--- src/hdl/sci_pkg.sv ---
package sci_pkg;

   // Stack geometry
   localparam int STACK_DEPTH = 32;
   localparam int PTR_W       = $clog2(STACK_DEPTH);

   typedef logic [PTR_W-1:0] ptr_type;

   // Memory-mapped I/O addresses
   localparam logic [15:0] IO_KEY   = 16'hF000;
   localparam logic [15:0] IO_ONE   = 16'hF001;
   localparam logic [15:0] IO_RSTK  = 16'hF002;

   // Instruction kinds, bits 14..13 when bit 15 is clear
   typedef enum logic [1:0] {
      KIND_JMP  = 2'd0,
      KIND_JZ   = 2'd1,
      KIND_CALL = 2'd2,
      KIND_ALU  = 2'd3
   } insn_kind_type;

   // Stack pointer adjustments
   typedef enum logic [1:0] {
      DELTA_NONE  = 2'd0,
      DELTA_UP    = 2'd1,
      DELTA_DOWN2 = 2'd2,
      DELTA_DOWN1 = 2'd3
   } delta_type;

   // ALU operations, bits 11..8
   typedef enum logic [3:0] {
      OP_T     = 4'h0,
      OP_N     = 4'h1,
      OP_ADD   = 4'h2,
      OP_AND   = 4'h3,
      OP_OR    = 4'h4,
      OP_XOR   = 4'h5,
      OP_INV   = 4'h6,
      OP_EQ    = 4'h7,
      OP_LT    = 4'h8,
      OP_RSH   = 4'h9,
      OP_DEC   = 4'hA,
      OP_R     = 4'hB,
      OP_LOAD  = 4'hC,
      OP_LSH   = 4'hD,
      OP_DEPTH = 4'hE,
      OP_ULT   = 4'hF
   } alu_op_type;

   typedef struct packed {
      logic [15:0] instruction;
      logic [15:0] load_data;
   } req_type;

   typedef struct packed {
      logic [14:0] fetch_addr;
      logic [15:0] top_value;
      logic        mem_write;
      logic [14:0] write_addr;
      logic [15:0] write_data;
      logic        char_valid;
      logic [7:0]  char_data;
      logic        key_taken;
   } rsp_type;

   // One write into a stack
   typedef struct packed {
      logic        en;
      ptr_type     addr;
      logic [15:0] data;
   } stk_wr_type;

   // Operands presented to the ALU
   typedef struct packed {
      alu_op_type  op;
      logic [15:0] t;
      logic [15:0] s;
      logic [15:0] rtop;
      logic [15:0] load;
      ptr_type     dp;
      ptr_type     rp;
   } alu_in_type;

   // Move a stack pointer by a delta code, wrapping modulo the depth
   function automatic ptr_type wrap_ptr(ptr_type p, delta_type code);
      ptr_type r;
      r = p;
      case (code)
         DELTA_UP:    r = (int'(p) == STACK_DEPTH - 1) ? '0 : ptr_type'(int'(p) + 1);
         DELTA_DOWN1: r = (p == '0) ? ptr_type'(STACK_DEPTH - 1) : ptr_type'(int'(p) - 1);
         DELTA_DOWN2: r = (int'(p) >= 2) ? ptr_type'(int'(p) - 2)
                                         : ptr_type'(int'(p) + STACK_DEPTH - 2);
         default:     r = p;
      endcase
      return r;
   endfunction

endpackage

--- src/hdl/sci_stack.sv ---
module sci_stack
   import sci_pkg::*;
(
   input  logic        clock,
   input  logic        reset,
   input  ptr_type     rd_ptr,
   input  stk_wr_type  wr,
   output logic [15:0] rd_data
);

   logic [15:0]            mem_ff [STACK_DEPTH];
   logic [STACK_DEPTH-1:0] valid_ff;
   logic [STACK_DEPTH-1:0] valid_in;

   // Entries never written read as zero
   assign rd_data = valid_ff[rd_ptr] ? mem_ff[rd_ptr] : '0;

   always_comb begin
      valid_in = valid_ff;
      if (wr.en) begin
         valid_in[wr.addr] = 1'b1;
      end
   end

   always_ff @(posedge clock) begin
      if (reset) begin
         valid_ff <= '0;
      end else begin
         valid_ff <= valid_in;
      end
   end

   always_ff @(posedge clock) begin
      if (wr.en) begin
         mem_ff[wr.addr] <= wr.data;
      end
   end

endmodule

--- src/hdl/sci_alu.sv ---
module sci_alu
   import sci_pkg::*;
(
   input  alu_in_type  alu_in,
   output logic [15:0] result,
   output logic        key_taken
);

   logic [15:0] t;
   logic [15:0] s;
   logic        big_shift;

   assign t         = alu_in.t;
   assign s         = alu_in.s;
   assign big_shift = |t[15:4];

   always_comb begin
      result    = '0;
      key_taken = 1'b0;
      unique case (alu_in.op)
         OP_T:     result = t;
         OP_N:     result = s;
         OP_ADD:   result = t + s;
         OP_AND:   result = t & s;
         OP_OR:    result = t | s;
         OP_XOR:   result = t ^ s;
         OP_INV:   result = ~t;
         OP_EQ:    result = (t == s) ? 16'hFFFF : 16'h0000;
         OP_LT:    result = ($signed(s) < $signed(t)) ? 16'hFFFF : 16'h0000;
         OP_RSH:   result = big_shift ? 16'h0000 : (s >> t[3:0]);
         OP_DEC:   result = t - 16'd1;
         OP_R:     result = alu_in.rtop;
         OP_LOAD: begin
            if (t == IO_ONE) begin
               result = 16'd1;
            end else begin
               result    = alu_in.load;
               key_taken = (t == IO_KEY);
            end
         end
         OP_LSH:   result = big_shift ? 16'h0000 : (s << t[3:0]);
         OP_DEPTH: result = {8'(alu_in.rp), 8'(alu_in.dp)};
         OP_ULT:   result = (s < t) ? 16'hFFFF : 16'h0000;
         default:  result = '0;
      endcase
   end

endmodule

--- src/hdl/stack_cpu_instruction_step.sv ---
// Two-stack Forth processor core that executes one 16-bit instruction per
// request. Each request carries the instruction fetched at the last reported
// fetch address and the memory word at (top >> 1), or the key code when the
// top is 0xF000; the response gives the next fetch address, the new top of
// stack and the store, character and key strobes. A request is captured in
// an input register and executed once the response register is free or being
// drained, when the stacks, pointers, top and program counter update and the
// response register loads; a new request is taken every cycle as long
// as the response side keeps up. The response register keeps a finished
// response while the next request is being captured. Both stacks are
// STACK_DEPTH deep and wrap silently; they read as zero after reset.
module stack_cpu_instruction_step
   import sci_pkg::*;
(
   input  logic    clock,
   input  logic    reset,
   input  logic    req_valid,
   output logic    req_stall,
   input  req_type req_data,
   output logic    rsp_valid,
   input  logic    rsp_stall,
   output rsp_type rsp_data
);

   // Input register
   logic    in_valid_ff;
   logic    in_valid_in;
   req_type in_data_ff;

   // Response register
   logic    rsp_valid_ff;
   logic    rsp_valid_in;
   rsp_type rsp_data_ff;
   rsp_type rsp_data_in;

   // Architectural state
   logic [15:0] top_ff;
   logic [15:0] top_in;
   logic [14:0] pc_ff;
   logic [14:0] pc_in;
   ptr_type     dp_ff;
   ptr_type     dp_in;
   ptr_type     rp_ff;
   ptr_type     rp_in;

   logic        accept;
   logic        advance;

   logic [15:0] insn;
   logic [15:0] nos;
   logic [15:0] rtop;
   logic [14:0] pc_inc;
   logic [14:0] target;
   ptr_type     rp_moved;
   stk_wr_type  dwr;
   stk_wr_type  rwr;
   alu_in_type  alu_in;
   logic [15:0] alu_result;
   logic        alu_key;

   // Handshake: execute when the response register is free or being drained
   assign advance   = in_valid_ff && (!rsp_valid_ff || !rsp_stall);
   assign req_stall = in_valid_ff && !advance;
   assign accept    = req_valid && !req_stall;
   assign rsp_valid = rsp_valid_ff;
   assign rsp_data  = rsp_data_ff;

   assign in_valid_in  = accept || (in_valid_ff && !advance);
   assign rsp_valid_in = advance || (rsp_valid_ff && rsp_stall);

   always_ff @(posedge clock) begin
      if (reset) begin
         in_valid_ff  <= 1'b0;
         rsp_valid_ff <= 1'b0;
      end else begin
         in_valid_ff  <= in_valid_in;
         rsp_valid_ff <= rsp_valid_in;
      end
   end

   always_ff @(posedge clock) begin
      if (accept) begin
         in_data_ff <= req_data;
      end
      if (advance) begin
         rsp_data_ff <= rsp_data_in;
      end
   end

   // Stacks, read at the current pointers
   sci_stack u_dstack (
      .clock   (clock),
      .reset   (reset),
      .rd_ptr  (dp_ff),
      .wr      (dwr),
      .rd_data (nos)
   );

   sci_stack u_rstack (
      .clock   (clock),
      .reset   (reset),
      .rd_ptr  (rp_ff),
      .wr      (rwr),
      .rd_data (rtop)
   );

   assign insn   = in_data_ff.instruction;
   assign pc_inc = pc_ff + 15'd1;
   assign target = {2'b00, insn[12:0]};

   assign alu_in.op   = alu_op_type'(insn[11:8]);
   assign alu_in.t    = top_ff;
   assign alu_in.s    = nos;
   assign alu_in.rtop = rtop;
   assign alu_in.load = in_data_ff.load_data;
   assign alu_in.dp   = dp_ff;
   assign alu_in.rp   = rp_ff;

   sci_alu u_alu (
      .alu_in    (alu_in),
      .result    (alu_result),
      .key_taken (alu_key)
   );

   assign rp_moved = wrap_ptr(rp_ff, delta_type'(insn[3:2]));

   // Instruction execution: hold all state unless a request advances
   always_comb begin
      top_in      = top_ff;
      pc_in       = pc_ff;
      dp_in       = dp_ff;
      rp_in       = rp_ff;
      dwr         = '0;
      rwr         = '0;
      rsp_data_in = '0;

      if (advance) begin
         pc_in = pc_inc;
         if (insn[15]) begin
            // Literal: push old top, load the immediate
            dp_in     = wrap_ptr(dp_ff, DELTA_UP);
            dwr.en    = 1'b1;
            dwr.addr  = dp_in;
            dwr.data  = top_ff;
            top_in    = {1'b0, insn[14:0]};
         end else begin
            unique case (insn_kind_type'(insn[14:13]))
               KIND_JMP: begin
                  pc_in = target;
               end
               KIND_JZ: begin
                  // Pop the top; branch when it was zero
                  top_in = nos;
                  dp_in  = wrap_ptr(dp_ff, DELTA_DOWN1);
                  if (top_ff == '0) begin
                     pc_in = target;
                  end
               end
               KIND_CALL: begin
                  // Push the byte return address
                  rp_in    = wrap_ptr(rp_ff, DELTA_UP);
                  rwr.en   = 1'b1;
                  rwr.addr = rp_in;
                  rwr.data = {pc_inc, 1'b0};
                  pc_in    = target;
               end
               KIND_ALU: begin
                  if (insn[12]) begin
                     pc_in = rtop[15:1];
                  end
                  top_in   = alu_result;
                  dp_in    = wrap_ptr(dp_ff, delta_type'(insn[1:0]));
                  rp_in    = rp_moved;
                  dwr.en   = insn[7];
                  dwr.addr = dp_in;
                  dwr.data = top_ff;
                  rwr.en   = insn[6];
                  rwr.addr = rp_moved;
                  rwr.data = top_ff;
                  rsp_data_in.key_taken = alu_key;
                  if (insn[5]) begin
                     if (top_ff == IO_RSTK) begin
                        // Reset the return stack pointer after the copy above
                        rp_in = '0;
                     end else if (top_ff == IO_KEY) begin
                        rsp_data_in.char_valid = 1'b1;
                        rsp_data_in.char_data  = nos[7:0];
                     end else begin
                        rsp_data_in.mem_write  = 1'b1;
                        rsp_data_in.write_addr = top_ff[15:1];
                        rsp_data_in.write_data = nos;
                     end
                  end
               end
               default: begin
                  pc_in = pc_inc;
               end
            endcase
         end
         rsp_data_in.fetch_addr = pc_in;
         rsp_data_in.top_value  = top_in;
      end
   end

   always_ff @(posedge clock) begin
      if (reset) begin
         top_ff <= '0;
         pc_ff  <= '0;
         dp_ff  <= '0;
         rp_ff  <= '0;
      end else begin
         top_ff <= top_in;
         pc_ff  <= pc_in;
         dp_ff  <= dp_in;
         rp_ff  <= rp_in;
      end
   end

   // A store goes either to memory or to the character port, never both
   assert property (@(posedge clock) disable iff (reset)
      rsp_valid_ff && rsp_data_ff.mem_write |-> !rsp_data_ff.char_valid)
      else $error("memory store and character output in one response");

   // Stall the request side only while a captured request is waiting
   assert property (@(posedge clock) disable iff (reset)
      req_stall |-> in_valid_ff)
      else $error("request stalled with empty input register");

   // An executed request always leaves a response behind
   assert property (@(posedge clock) disable iff (reset)
      advance |=> rsp_valid_ff)
      else $error("executed request produced no response");

   // The response register reports the state it just committed
   assert property (@(posedge clock) disable iff (reset)
      advance |=> (rsp_data_ff.fetch_addr == pc_ff) && (rsp_data_ff.top_value == top_ff))
      else $error("response does not match committed state");

endmodule
--- config.mk ---
export PLATFORM = sky130hd
export DESIGN_NAME = stack_cpu_instruction_step
export DESIGN_NICKNAME = d
export VERILOG_FILES = /design/src/hdl/sci_pkg.sv /design/src/hdl/sci_stack.sv /design/src/hdl/sci_alu.sv /design/src/hdl/stack_cpu_instruction_step.sv
export SDC_FILE = /design/constraint.sdc
export NUM_CORES = 2
export LEC_CHECK = 0
export ABC_CLOCK_PERIOD_IN_PS = 6000
export BUFFER_PORTS_ARGS = -buffer_cell sky130_fd_sc_hd__buf_4
export CAP_MARGIN = 25
export CELL_PAD_IN_SITES_DETAIL_PLACEMENT = 0
export CELL_PAD_IN_SITES_GLOBAL_PLACEMENT = 1
export CORE_MARGIN = 4
export CORE_UTILIZATION = 49
export DETAILED_ROUTE_END_ITERATION = 8
export HOLD_SLACK_MARGIN = 0.06
export PLACE_DENSITY = 0.81
export SYNTH_ARGS = -nofsm -noshare
export SYNTH_HDL_FRONTEND = slang
export SYNTH_SLANG_ARGS = --single-unit
--- constraint.sdc ---
create_clock -name clock -period 6 [get_ports clock]
set_input_delay 0.3 -clock clock [delete_from_list [all_inputs] [get_ports clock]]
set_output_delay 0.3 -clock clock [all_outputs]
set_load 0.01 [all_outputs]
==> flow_summary.yaml <==
place:
  place_inst: 5034
  post-place-ws_ps: 186.1
  io_buffers: 110
  dp_hpwl_um: 104000
  place_congestion: 0.9998
clock_network:
  clk_path_buf_depth: 3
  htree_levels: 3
  cts_tree: "yes"
  cts_made_buffers: 121
  path_clk_slew_ps: 60
  cts.sinks: 1246
  worstSkewPairLatency_ps: 740
  cts_root_buf: "clkbuf_16"
timing:
  slew_violations: 0
  min_period_ps: 5727
  setup_viol: 0
  fin_ws_ps: 273.4
  rsz0062_at_grt: "no"
  tightest_slew_ps: 1092
  slew_headroom_pct: 27.18
  skew_ps: 58.94
  fin_crit_sh_pct: 95.44
  hold_viol: 0
  fin_tns_setup_ps: 0
  fmax_ghz: 0.1746
synthesis:
  synthTopCellsByArea: "edfxtp_1, mux4_2, dfxtp_1, mux2i_1, nor2_1"
  syn_nets: 3538
  synth_cells: 3421
  synth_top_cell_area_share_pct: 62.72
  synthFlopType: "edfxtp_1"
  synth_edf_count: 1129
  synth.cell_area_sq_um: 54060
  yosysSeqAreaShare_pct: 67.05
  synth_common_cells: "edfxtp_1, nor2_1, mux4_2"
  synth.largest_area_cell: "edfxtp_1"
  synth.avg_cell_area_sq_um: 15.80
  ys_ff_latch: 1246
  synthMostInstantiatedCell: "edfxtp_1"
  ys_async_sr_fraction_pct: 0
  yosysWarnings: 0
  ys_types: 94
power:
  switching_share_pct: 24.33
  pwr-share-seq_pct: 50.3
  intPower_mw: 14.34
  p_clk_share_pct: 39.4
  ir_drop_v: 0.0002672
  powerDensity_nw_per_um2: 302.7
  p_leak_nw: 20.16
  pwr-share-comb_pct: 10.2
  p_switching_mw: 4.611
hold_path:
  hold_depth: 2
  min_path_type: "input pin to flop"
floorplan:
  die_h_um: 340.1
  fp.dieW_um: 340.1
  core_sq_um: 109200
  start_util_pct: 49.52
  row_count: 121
  ios: 111
  dieArea_sq_um: 115700
drt:
  vias: 34080
  postRouteAntennaNets: 0
  detail_route.vias_per_cell: 6.415
  drt_first_pass_iters: 6
  drt-initial-drc-count: 4418
  wl_per_cell_um: 30.62
  wl_um: 162700
  route.detailed.drc: 0
global_routing:
  antenna_found_initial: 5
  track_usage_pct: 27.65
  grt_pass1_vias: 33030
  grt_pass1_wl_um: 234000
  grt_overflow: 0
  grt_max_degree: 54
run:
  cap_viol_max_count: 0
worst_setup_path:
  worstRegToRegCells: 22
  cp_max_fo: 16
  timing.critical_path.required_ps: 6630
  critPathCaptureType: "flop"
  worstSetupPathType: "flop to flop"
  crit_arrival_ps: 6360
  worstSetupStartpointType: "flop"
finish:
  drive_above_1_share_pct: 24.24
  fin_cells: 5313
  nets: 3850
  area_growth_pct: 15.85
outcome:
  status: "finished clean"
## what timing repair did
action                                  4_1_cts  5_1_grt
endpoints found under the setup margin        0        9
buffers inserted                              0        7
hold buffers                                 36        0
hold endpoints to repair                     34        0
gates resized for setup                       0        3
## per-layer routing
layer	track usage (%)	vias up	wire length, um
li1	-	14270	-
met1	38.51	17470	63520
met2	43.59	1992	76710
met3	5.559	352	15660
met4	10.24	4	6759
met5	0	-	25
## power groups by stage
stage | logic (mW) | registers (mW) | clock network (mW)
after floorplan | 1.14 | 9.67 | 0
after global placement | 1.85 | 9.73 | 0
after detailed placement | 1.83 | 9.73 | 0
after CTS | 1.87 | 9.54 | 7.57
after global routing | 2.04 | 9.54 | 7.95
final | 1.94 | 9.54 | 7.48
## cells by family after synthesis
kind of cell	share of synthesized area (%)
AOI/OAI and AO/OA	7.590
buffers and inverters	2.139
xor gates and xnor gates	0.6411
and+or+nand+nor	6.981
DFF	67.05
muxes	13.71
adders and majority gates	1.889
## sequential cells by signal, summed over array words and instances, names as in the netlist, named ones only
register           flops
alu_in                16
dp_ff                  5
in_valid_ff            1
insn                  16
pc_ff                 15
rp_ff                  5
rsp_data              73
rsp_valid              1
top_ff                16
u_dstack.mem_ff      512
u_dstack.valid_ff     32
u_rstack.mem_ff      512
u_rstack.valid_ff     32
## final timing paths
path                   startpoint                   end  slack [ps]
max                          flop             top_ff[6]         270
min                   req_data[4]            alu_in[14]         300
max reg2reg                  flop             top_ff[6]         270
min reg2reg  u_rstack.valid_ff[7]  u_rstack.valid_ff[7]         460
## stage by stage
| step | hold slack (ps) | util, % | instance area, sq um | total power, mW |
|---|---|---|---|---|
| global placement | 441.7 | 53.03 | 57880 | 11.57 |
| detailed placement | 448.4 | 53.17 | 58040 | 11.56 |
| floorplan | 398.9 | - | 54060 | 10.80 |
| finish | 296.1 | 57.37 | 62630 | 18.95 |
| CTS | 251.8 | 57.09 | 62320 | 18.97 |
| global route | 274.3 | 57.37 | 62620 | 19.52 |
## worst max-delay path, cell delays in order (launching register included)
cell       delay, ps
dfxtp_4          570
clkbuf_16        280
buf_4            170
mux4_2           300
a22o_1           330
a221oi_2         200
buf_4            180
nand3_2          130
buf_4            190
nand2_2          250
inv_2             80
xnor2_1          200
nand2_1           90
ha_1             300
a21oi_1          220
o21ai_0          210
xnor2_1          290
nor2_1            70
a2111oi_0        490
o2111ai_1        190
o31ai_1          480
o211ai_1         190
o21a_1           200
## layout make-up
cell class / count / area, sq um
Timing Repair Buffer: 392 / 3381
Sequential cell: 1246 / 36260
Multi-Input combinational cell: 1909 / 16980
Tap cell: 1476 / 1847
Clock buffer: 156 / 3212
Clock inverter: 70 / 703.2
Antenna cell: 1 / 2.502
Inverter: 63 / 239.0
Fill cell: 8160 / 46530
## cell usage in the layout (no fill, tap or decap), types with 14 or more instances in the layout
master / count
nor2b_1: 21
clkbuf_16: 124
xnor2_1: 21
nand4_1: 25
mux2i_1: 125
o211ai_1: 23
o2111ai_1: 20
edfxtp_1: 1129
o21ai_0: 66
xor2_1: 16
nor2_2: 57
dfxtp_1: 111
mux4_2: 250
o22ai_1: 36
a31oi_1: 24
nor3_1: 48
buf_4: 326
ha_1: 80
clkinv_1: 23
a211oi_1: 20
dlygate4sd3_1: 36
o21a_1: 75
nor3_2: 21
inv_1: 54
nand2_1: 200
a22o_1: 16
clkbuf_1: 32
and3_1: 25
a22oi_1: 45
buf_8: 14
a21oi_1: 123
a221oi_1: 17
clkinv_2: 29
nand3_1: 84
nor2_1: 210
and2_1: 21
(Power assumes the default switching activity.)
